<file path="config.mk">
export PLATFORM = sky130hd
export DESIGN_NAME = srs_queue
export DESIGN_NICKNAME = d
export VERILOG_FILES = /design/src/design/srs_pkg.sv /design/src/design/srs_queue.sv
export VERILOG_INCLUDE_DIRS = /design/src /design/src/design
export SDC_FILE = /design/constraint.sdc
export NUM_CORES = 1
export LEC_CHECK = 0
export CORE_MARGIN = 8
export CORE_UTILIZATION = 62
export CTS_CLUSTER_DIAMETER = 80
export DETAILED_ROUTE_END_ITERATION = 10
export DONT_BUFFER_PORTS = 1
export PLACE_DENSITY = 0.78
export SLEW_MARGIN = 20
export SYNTH_ARGS = -nofsm -noshare
export SYNTH_HDL_FRONTEND = slang
export SYNTH_SLANG_ARGS = --single-unit
</file>
<file path="constraint.sdc">
create_clock -name clk -period 9.95 [get_ports clk]
set_clock_uncertainty 0.05 [all_clocks]
set_input_delay 2.4875 -clock clk [delete_from_list [all_inputs] [get_ports clk]]
set_output_delay 2.4875 -clock clk [all_outputs]
set_load 0.01 [all_outputs]
</file>
<file path="src/design/assert_macros.svh">
// ----------------------------------------------------------------------------
// assert_macros.svh
// Concurrent assertion helpers shared by the resampler modules.
// ----------------------------------------------------------------------------
`ifndef ASSERT_MACROS_SVH
`define ASSERT_MACROS_SVH

// same-cycle implication, disabled during reset
`define SRS_ASSERT_IMPL(label, clk, rst_n, ante, cons) \
    label: assert property (@(posedge clk) disable iff (!rst_n) (ante) |-> (cons)) \
        else $error("assertion failed");

// next-cycle implication, disabled during reset
`define SRS_ASSERT_NEXT(label, clk, rst_n, ante, cons) \
    label: assert property (@(posedge clk) disable iff (!rst_n) (ante) |=> (cons)) \
        else $error("assertion failed");

`endif

</file>
<file path="src/design/srs_pkg.sv">
// ----------------------------------------------------------------------------
// srs_pkg
// Shared types and constants for the systematic resampler.
// ----------------------------------------------------------------------------
package srs_pkg;

    localparam int FRAC_BITS         = 24;
    localparam int SUM_W             = 32;
    localparam int WEIGHT_W          = 25;
    localparam int OFFSET_W          = 24;
    localparam int STEP_W            = 25;
    localparam int MODE_W            = 2;
    localparam int IDX_W             = 10;
    localparam int S_TDATA_W         = 56;
    localparam int M_TDATA_W         = 16;
    localparam int MAX_PARTICLES_DEF = 1024;
    localparam int QUEUE_DEPTH       = 2;

    localparam logic [STEP_W-1:0] ONE_VAL    = STEP_W'(1) << FRAC_BITS;
    localparam logic [STEP_W-1:0] STEP_RESET = STEP_W'(16384);

    localparam logic [MODE_W-1:0] MODE_LOAD  = 2'd0;
    localparam logic [MODE_W-1:0] MODE_START = 2'd1;
    localparam logic [MODE_W-1:0] MODE_DRAW  = 2'd2;

    typedef enum logic [1:0] {
        CMD_LOAD,
        CMD_START,
        CMD_DRAW
    } cmd_kind_t;

    typedef struct packed {
        cmd_kind_t             kind;
        logic [WEIGHT_W-1:0]   weight;
        logic                  first;
        logic [OFFSET_W-1:0]   offset;
    } cmd_t;

    typedef enum logic {
        ST_IDLE,
        ST_SCAN
    } back_state_t;

endpackage

</file>
<file path="src/design/srs_queue.sv">
// ----------------------------------------------------------------------------
// srs_queue
// Short command FIFO between the decode front and the execution back.
// ----------------------------------------------------------------------------
`include "assert_macros.svh"

module srs_queue #(
    parameter int DEPTH = srs_pkg::QUEUE_DEPTH
) (
    input  logic           clk,
    input  logic           rst_n,
    input  logic           push_valid,
    output logic           push_ready,
    input  srs_pkg::cmd_t  push_cmd,
    output logic           pop_valid,
    input  logic           pop_ready,
    output srs_pkg::cmd_t  pop_cmd
);
    import srs_pkg::*;

    localparam int PW   = (DEPTH > 1) ? $clog2(DEPTH) : 1;
    localparam int CNTW = $clog2(DEPTH + 1);

    cmd_t            slots_reg [DEPTH];
    logic [PW-1:0]   wr_ptr_reg, wr_ptr_next;
    logic [PW-1:0]   rd_ptr_reg, rd_ptr_next;
    logic [CNTW-1:0] count_reg, count_next;
    logic            do_push, do_pop;

    assign push_ready = (count_reg != CNTW'(DEPTH));
    assign pop_valid  = (count_reg != '0);
    assign pop_cmd    = slots_reg[rd_ptr_reg];
    assign do_push    = push_valid && push_ready;
    assign do_pop     = pop_valid && pop_ready;

    always_comb
    begin
        wr_ptr_next = wr_ptr_reg;
        rd_ptr_next = rd_ptr_reg;
        count_next  = count_reg;
        if (do_push)
        begin
            wr_ptr_next = (wr_ptr_reg == PW'(DEPTH - 1)) ? '0 : wr_ptr_reg + 1'b1;
        end
        if (do_pop)
        begin
            rd_ptr_next = (rd_ptr_reg == PW'(DEPTH - 1)) ? '0 : rd_ptr_reg + 1'b1;
        end
        if (do_push && !do_pop)
        begin
            count_next = count_reg + 1'b1;
        end
        else if (do_pop && !do_push)
        begin
            count_next = count_reg - 1'b1;
        end
    end

    always_ff @(posedge clk or negedge rst_n)
    begin
        if (!rst_n)
        begin
            wr_ptr_reg <= '0;
            rd_ptr_reg <= '0;
            count_reg  <= '0;
        end
        else
        begin
            wr_ptr_reg <= wr_ptr_next;
            rd_ptr_reg <= rd_ptr_next;
            count_reg  <= count_next;
        end
    end

    always_ff @(posedge clk)
    begin
        if (do_push)
        begin
            slots_reg[wr_ptr_reg] <= push_cmd;
        end
    end

    `SRS_ASSERT_IMPL(a_count_bounded, clk, rst_n, 1'b1, count_reg <= CNTW'(DEPTH))

endmodule

</file>
# After elaboration in Yosys (flattened, before gate mapping)
# Memories as Yosys holds them, arrays and structs flattened.
# Cells that the tools add are included.
[word_totals]
ram_bits = 104
inputBits = 56
out_inout_bits = 54
memories = 1
elab_cells = 23
ff_bits = 4
[classes]
n_eq_ne = 1
addsub = 4
reduce_logical = 8
mux = 6
[memory_table]
columns = ["memory", "words", "word_bits", "rd", "rd_ports_with_merged_regs", "write_ports", "line", "text"]
rows = [
  ["slots_reg", 2, 52, 1, 0, 1, "srs_queue.sv:24", "cmd_t slots_reg [DEPTH];"],
]
[op_table]
columns = ["operator", "count"]
rows = [
  ["$logic_and 1x1->1", 4],
  ["$mux 1", 4],
  ["$mux 2", 2],
  ["$reduce_bool 2->1", 2],
  ["$add 1x1->1 const B", 2],
  ["$add 2x1->2 const B", 1],
  ["$logic_not 1->1", 2],
  ["$ne 2x2->1 const B", 1],
  ["$sub 2x1->2 const B", 1],
]

# Depth between registers and ports, before layout
# Gate-level depths: netlist (run 1).
[depth]
ltp_word = 6
depth_mapped = 7
mapped_depth_nobuf = 7

# Worst setup path before layout (run 1)
# Ideal clock, no wire load.
[synth_path]
path_type = "input to register"
startpoint = "input port push_valid"
endpoint = "memory slots_reg[0][0] (netlist bit), enable pin"
arrival_time_ns = 4.759
setup_slack_ns = 4.679
setup_ns = 0.462
path_stages = 2
n_path_buf = 0
required_ns = 9.438
cell_sequence = "nand2_1 > nor2_1"
[synth_between]
elab_chain_len = 3
[synth_rtl]
columns = ["element", "line", "text"]
rows = [
  ["start, declared", "srs_queue.sv:12", "input logic push_valid,"],
  ["$logic_and 1x1->1", "srs_queue.sv:33", "assign do_push = push_valid && push_ready;"],
  ["$mux 1", "srs_queue.sv:77", "if (do_push)"],
  ["$mux 1 (not written as such)", "srs_queue.sv:79", "slots_reg[wr_ptr_reg] <= push_cmd;"],
  ["end, declared", "srs_queue.sv:24", ""],
]
# Every way passes these cells.

==> metrics, run 1 <==
status finished clean; cell taking the most area after synthesis edfxtp_1; nets 243; All-Layer GR Usage 0.135; crit path DAT 1.91 ns; Filler Cell Count 417; Lkg Pwr 1.57 nW; Multi-input gate area 872 µm²; Power Density 297 nW/µm²; # setup viols final 0; Crit Path Class flip-flop to output pin; Synth Register Bits 108; hold buffers post-CTS 0; simple-gate share of the synthesized area 0.00805; worst path bufs/invs 0; Synth Area in XOR/XNOR 0.0104; Met3 Wirelength 716 µm; pre-CTS setup slack 5.80 ns; DR vias 1,585; vias in the first global route 1,631; Psw 384 µW; endpoints failing hold 0; CP required 7.41 ns; gpl congestion 0.684; setup TNS 0 ns; ANT cells 0; CTS clock-pin slew for the worst setup and hold paths 0.09 ns; WL/cell 24.5 µm; Initial Util 0.628; clock latency on the worst-skew pair 0.34 ns; initial antenna violation count 0; initial drt markers 87; Placed Area 4210 µm²; Top delay family on crit path flip-flops; crit-path cells mux2_2; number of buffers created by CTS 9; Routed Antenna Nets 0; DP Wirelength 4530 µm; Post-synth top cells edfxtp_1, mux2_4, buf_12, dfrtp_1; WL met2 3390 µm; Total Wirelength 6630 µm; max reg flops 104; FF+latch area 3230 µm²; Worst path slowest cell dfrtp_4; Least-Margin Pin Slew 0.945 ns; Post-Syn Area per Cell 23.3 µm²; GRT overflow 0; Die Area 9660 µm²; synth top area cells edfxtp_1, mux2_4, buf_12, dfrtp_1, mux2_2; Num Clock Sinks 108; share of cells above drive strength 1 0.361; Gate Count Post-Synth 180; post-synth top area share 0.744; drt via density 5.85; # rows 30; main combinational cell family by area after synthesis multiplexers; final instance area 4400 µm²; Flop pwr share 0.544; DR top layer met4; first-pass GRT wire length 9830 µm; Residual DRC 0; Die Wd 98.3 µm; Critical Path Start Type flip-flop; Post-CTS Setup Bufs 0; slowest stage delay, CP 1.05 ns; register area share after synthesis 0.768; Syn Nets 237; Worst Path Max Fanout 53; Syn Std Cell Area 4200 µm²; cts repair resizes 0; Synth Area in Compound Gates 0; Core ar. 6680 µm²; fmax 225 MHz; crit end category output pin; number of synthesized flops with an enable pin 104; H-tree depth 3; M1 WL 2470 µm; CTS tree yes; Ys Warns 0; Ports 110; Internal 922 µW; Combinational Power Share 0.266; HP Class flip-flop to flip-flop; Clock Power Share 0.190; TritonRoute pass-1 iters 4; unrepaired setup endpoints after global routing false; Die Span Y 98.3 µm; fin worst setup slack 5.50 ns; post-synthesis mux area share 0.183; Slew Limit Fails 0; crit share post-route 0.447; dominant synthesized flop cell edfxtp_1; Buffers on Ports 0; largest net degree at the start of global routing 54; Max-Cap Viols 0; relative slew slack 0.370; Adder-Cell Fraction of Synth Area 0.00298; clock root cell clkbuf_8; Area growth syn-to-layout 4.71%; post-synthesis cell type count 15; Clock Path Buffers 2; Max rail drop VDD 289 µV; fin crit period 4.45 ns; sw frac 0.294; FFs w/ async S/R, synth 0.0370; top-count cell post-synth edfxtp_1
placed cells by master (no fill, tap or decap), drive strengths merged:
cell type,n
or2,1
nand2b,1
xnor2,3
nor2,2
and3,1
xor2,2
clkinvlp,2
inv,1
clkbuf,12
ha,1
edfxtp,104
buf,1
nand2,2
bufinv,1
mux2,52
dfrtp,4
clkinv,1
metrics by stage:
step	hold slack, ns	power, mW	util	cells
floorplan	0.406	1.05	-	180
global placement	0.424	1.06	0.630	255
detailed placement	0.430	1.08	0.630	255
CTS	0.449	1.32	0.657	271
global route	0.463	1.36	0.658	271
finish	0.449	1.31	0.658	271
metal layers:
metal,up-vias,GRT usage
li1,708,-
met1,801,0.143
met2,70,0.226
met3,6,0.0718
met4,0,0.0460
met5,-,0
power groups by stage:
stage / Sequential (mW) / Combinational (mW) / Clock (mW)
after global placement: 0.712 / 0.345 / 0
after global routing: 0.724 / 0.368 / 0.268
final: 0.710 / 0.347 / 0.249
after CTS: 0.713 / 0.354 / 0.253
after floorplan: 0.659 / 0.389 / 0
after detailed placement: 0.725 / 0.353 / 0
logic make-up (layout without fill, tap and decap cells):
family	count (synthesis)	in the layout
flops	108	108
fa+ha+maj	1	1
simple gates	7	7
xor+xnor	5	5
buf+inv	7	18
mux	52	52
path summary, 6_finish.rpt:
path,startpoint,endpoint,slack (ns),cells after the start
worst max-delay path,rd_ptr_reg$_DFFE_PN0P_,pop_cmd[36],5.50,1
worst min register to register,count_reg[1]$_DFFE_PN0P_,count_reg[1]$_DFFE_PN0P_,0.45,1
max in group asynchronous,rst_n,rd_ptr_reg$_DFFE_PN0P_,8.00,0
worst max register to register,count_reg[0]$_DFFE_PN0P_,slots_reg[0][42]$_DFFE_PP_,7.59,4
worst min-delay path,count_reg[1]$_DFFE_PN0P_,count_reg[1]$_DFFE_PN0P_,0.45,1
min in group asynchronous,rst_n,rd_ptr_reg$_DFFE_PN0P_,1.78,0
layout make-up:
class                      count  area share
clock inverter                 4      0.0114
tap                           80      0.0228
inverter                       1    0.000854
timing repair buffer           1     0.00171
clock buffer                  12      0.0307
sequential                   108       0.734
multi-input combinational     65       0.198
No activity file was read; power rests on OpenSTA's default activity.
==> inputs of run 2 (changes only) <==
--- a/config.mk
+++ b/config.mk
@@ -7,11 +7,11 @@
 export NUM_CORES = 1
 export LEC_CHECK = 0
 export CORE_MARGIN = 8
-export CORE_UTILIZATION = 62
+export CORE_UTILIZATION = 56
 export CTS_CLUSTER_DIAMETER = 80
 export DETAILED_ROUTE_END_ITERATION = 10
 export DONT_BUFFER_PORTS = 1
-export PLACE_DENSITY = 0.78
+export PLACE_DENSITY = 0.74
 export SLEW_MARGIN = 20
 export SYNTH_ARGS = -nofsm -noshare
 export SYNTH_HDL_FRONTEND = slang
==> constraint.sdc (replaced) <==
create_clock -name clk -period 3.8 [get_ports clk]
set_clock_uncertainty 0.05 [all_clocks]
set_input_delay 0.95 -clock clk [delete_from_list [all_inputs] [get_ports clk]]
set_output_delay 0.95 -clock clk [all_outputs]
set_load 0.01 [all_outputs]
==> run 2 against run 1 <==
Highest routed layer unchanged. Setup slack got worse by 4.6 ns. Combinational power rose to 2.7 times the previous value. Largest power group unchanged. Largest cell class unchanged. Core utilization decreased by 4.7 points. Critical path type unchanged. Critical path depth is the same.
==> metrics, run 2 (synthesized netlist as in run 1, its figures left out) <==
relative slew slack 0.365 (was 0.370); Post-CTS Setup Bufs 0 (unchanged); GRT overflow 0 (unchanged); All-Layer GR Usage 0.128 (was 0.135); Max-Cap Viols 0 (unchanged); # rows 31 (was 30); CP required 2.80 ns (was 7.41 ns); Residual DRC 0 (unchanged); fin crit period 2.88 ns; pre-CTS setup slack 1.26 ns (was 5.80 ns); WL/cell 22.8 µm (was 24.5 µm); Crit Path Class flip-flop to output pin (unchanged); Final Power 3.42 mW (was 1.31 mW); Num Clock Sinks 108 (unchanged); Least-Margin Pin Slew 0.952 ns (was 0.945 ns); unrepaired setup endpoints after global routing false (unchanged); hold buffers post-CTS 0 (unchanged); Die Wd 103 µm (was 98.3 µm); H-tree depth 3 (unchanged); crit share post-route 0.758; commonest non-fill, non-tap cell in the layout edfxtp_1 (unchanged); worst path bufs/invs 0 (unchanged); Lkg Pwr 1.57 nW (about the same); slowest stage delay, CP 1.06 ns (was 1.05 ns); Slew Limit Fails 0 (unchanged); nets 243 (unchanged); Total Wirelength 6600 µm (was 6630 µm); Top delay family on crit path flip-flops (unchanged); highest-count cells in the layout ignoring fill and taps edfxtp_1, mux2_4, clkbuf_8 (unchanged); fin worst setup slack 0.918 ns (was 5.50 ns); Routed Antenna Nets 0 (unchanged); initial drt markers 45 (was 87); first-pass GRT wire length 9730 µm (was 9830 µm); Ports 110 (unchanged); CTS tree yes (unchanged); # setup viols final 0 (unchanged); setup TNS 0 ns (unchanged); HP Class input pin to asynchronous set/reset pin (was flip-flop to flip-flop); crit-path cells mux2_2 (unchanged); status finished clean (unchanged); CTS clock-pin slew for the worst setup and hold paths 0.09 ns (about the same); vias in the first global route 1,751 (was 1,631); Worst Path Max Fanout 53 (unchanged); Initial Util 0.579 (was 0.628); gpl congestion 0.679 (was 0.684); Die Span Y 103 µm (was 98.3 µm); clock latency on the worst-skew pair 0.34 ns (about the same); Clock Path Buffers 2 (unchanged); share of cells above drive strength 1 0.356 (was 0.361); crit end category output pin (unchanged); drt via density 5.46 (was 5.85); Critical Path Start Type flip-flop (unchanged); cts repair resizes 0 (unchanged); Buffers on Ports 0 (unchanged); DP Wirelength 4580 µm (was 4530 µm); endpoints failing hold 0 (unchanged); clock root cell clkbuf_8 (unchanged); largest net degree at the start of global routing 54 (unchanged); crit path DAT 1.88 ns (was 1.91 ns); fmax 347 MHz; Area growth syn-to-layout 5.57% (was 4.71%); Power Density 773 nW/µm² (was 297 nW/µm²); DR vias 1,584 (was 1,585); Die Area 10,500 µm² (was 9660 µm²); Worst path slowest cell dfrtp_4 (unchanged); ANT cells 0 (unchanged); Filler Cell Count 523 (was 417); TritonRoute pass-1 iters 4 (unchanged); initial antenna violation count 0 (unchanged); max reg flops 104 (unchanged); Core ar. 7250 µm² (was 6680 µm²); number of buffers created by CTS 9 (unchanged); Hold WS 0.243 ns (was 0.449 ns); Max rail drop VDD 663 µV (was 289 µV)
## run 2: layer usage
layer  wire (µm)  part of all wire  track usage  vias up
li1            -                 -            -      707
met1        2180              0.33        0.118      813
met2        3550              0.54        0.225       58
met3         790              0.12       0.0777        6
met4          80             0.012       0.0440        0
met5           0                 0            0        -
## run 2: cell type report
| class | count | area [µm²] | area share |
|---|---|---|---|
| clock inverters | 4 | 50.0 | 0.0113 |
| repair buffers | 1 | 20.0 | 0.00452 |
| well taps | 99 | 124 | 0.0280 |
| multi-input cells | 65 | 872 | 0.197 |
| inverters | 1 | 3.75 | 0.000847 |
| clock buffers | 12 | 135 | 0.0305 |
| flip-flops and latches | 108 | 3230 | 0.728 |
## run 2: path summary, 6_finish.rpt
kind / startpoint / end / slack, ns / depth (start not counted)
min in group clk: count_reg[1]$_DFFE_PN0P_ / count_reg[1]$_DFFE_PN0P_ / 0.47 / 1
worst max-delay path: rd_ptr_reg$_DFFE_PN0P_ / pop_cmd[32] / 0.92 / 1
worst min register to register: count_reg[1]$_DFFE_PN0P_ / count_reg[1]$_DFFE_PN0P_ / 0.47 / 1
max in group asynchronous: rst_n / rd_ptr_reg$_DFFE_PN0P_ / 3.38 / 0
worst min-delay path: rst_n / count_reg[0]$_DFFE_PN0P_ / 0.24 / 0
worst max register to register: count_reg[0]$_DFFE_PN0P_ / slots_reg[0][4]$_DFFE_PP_ / 1.73 / 4
## run 2: per-stage QoR
stage | std cells | instance area [µm²] | util
2_1_floorplan | 180 | 4200 | -
3_3_place_gp | 274 | 4240 | 0.585
3_5_place_dp | 274 | 4240 | 0.585
4_1_cts | 290 | 4430 | 0.610
5_1_grt | 290 | 4430 | 0.611
6_report | 290 | 4430 | 0.611
## run 2: where the power goes
part           switching [mW]  internal (mW)
logic                   0.436          0.487
clock network           0.339          0.305
registers               0.226           1.63
total                    1.00           2.42
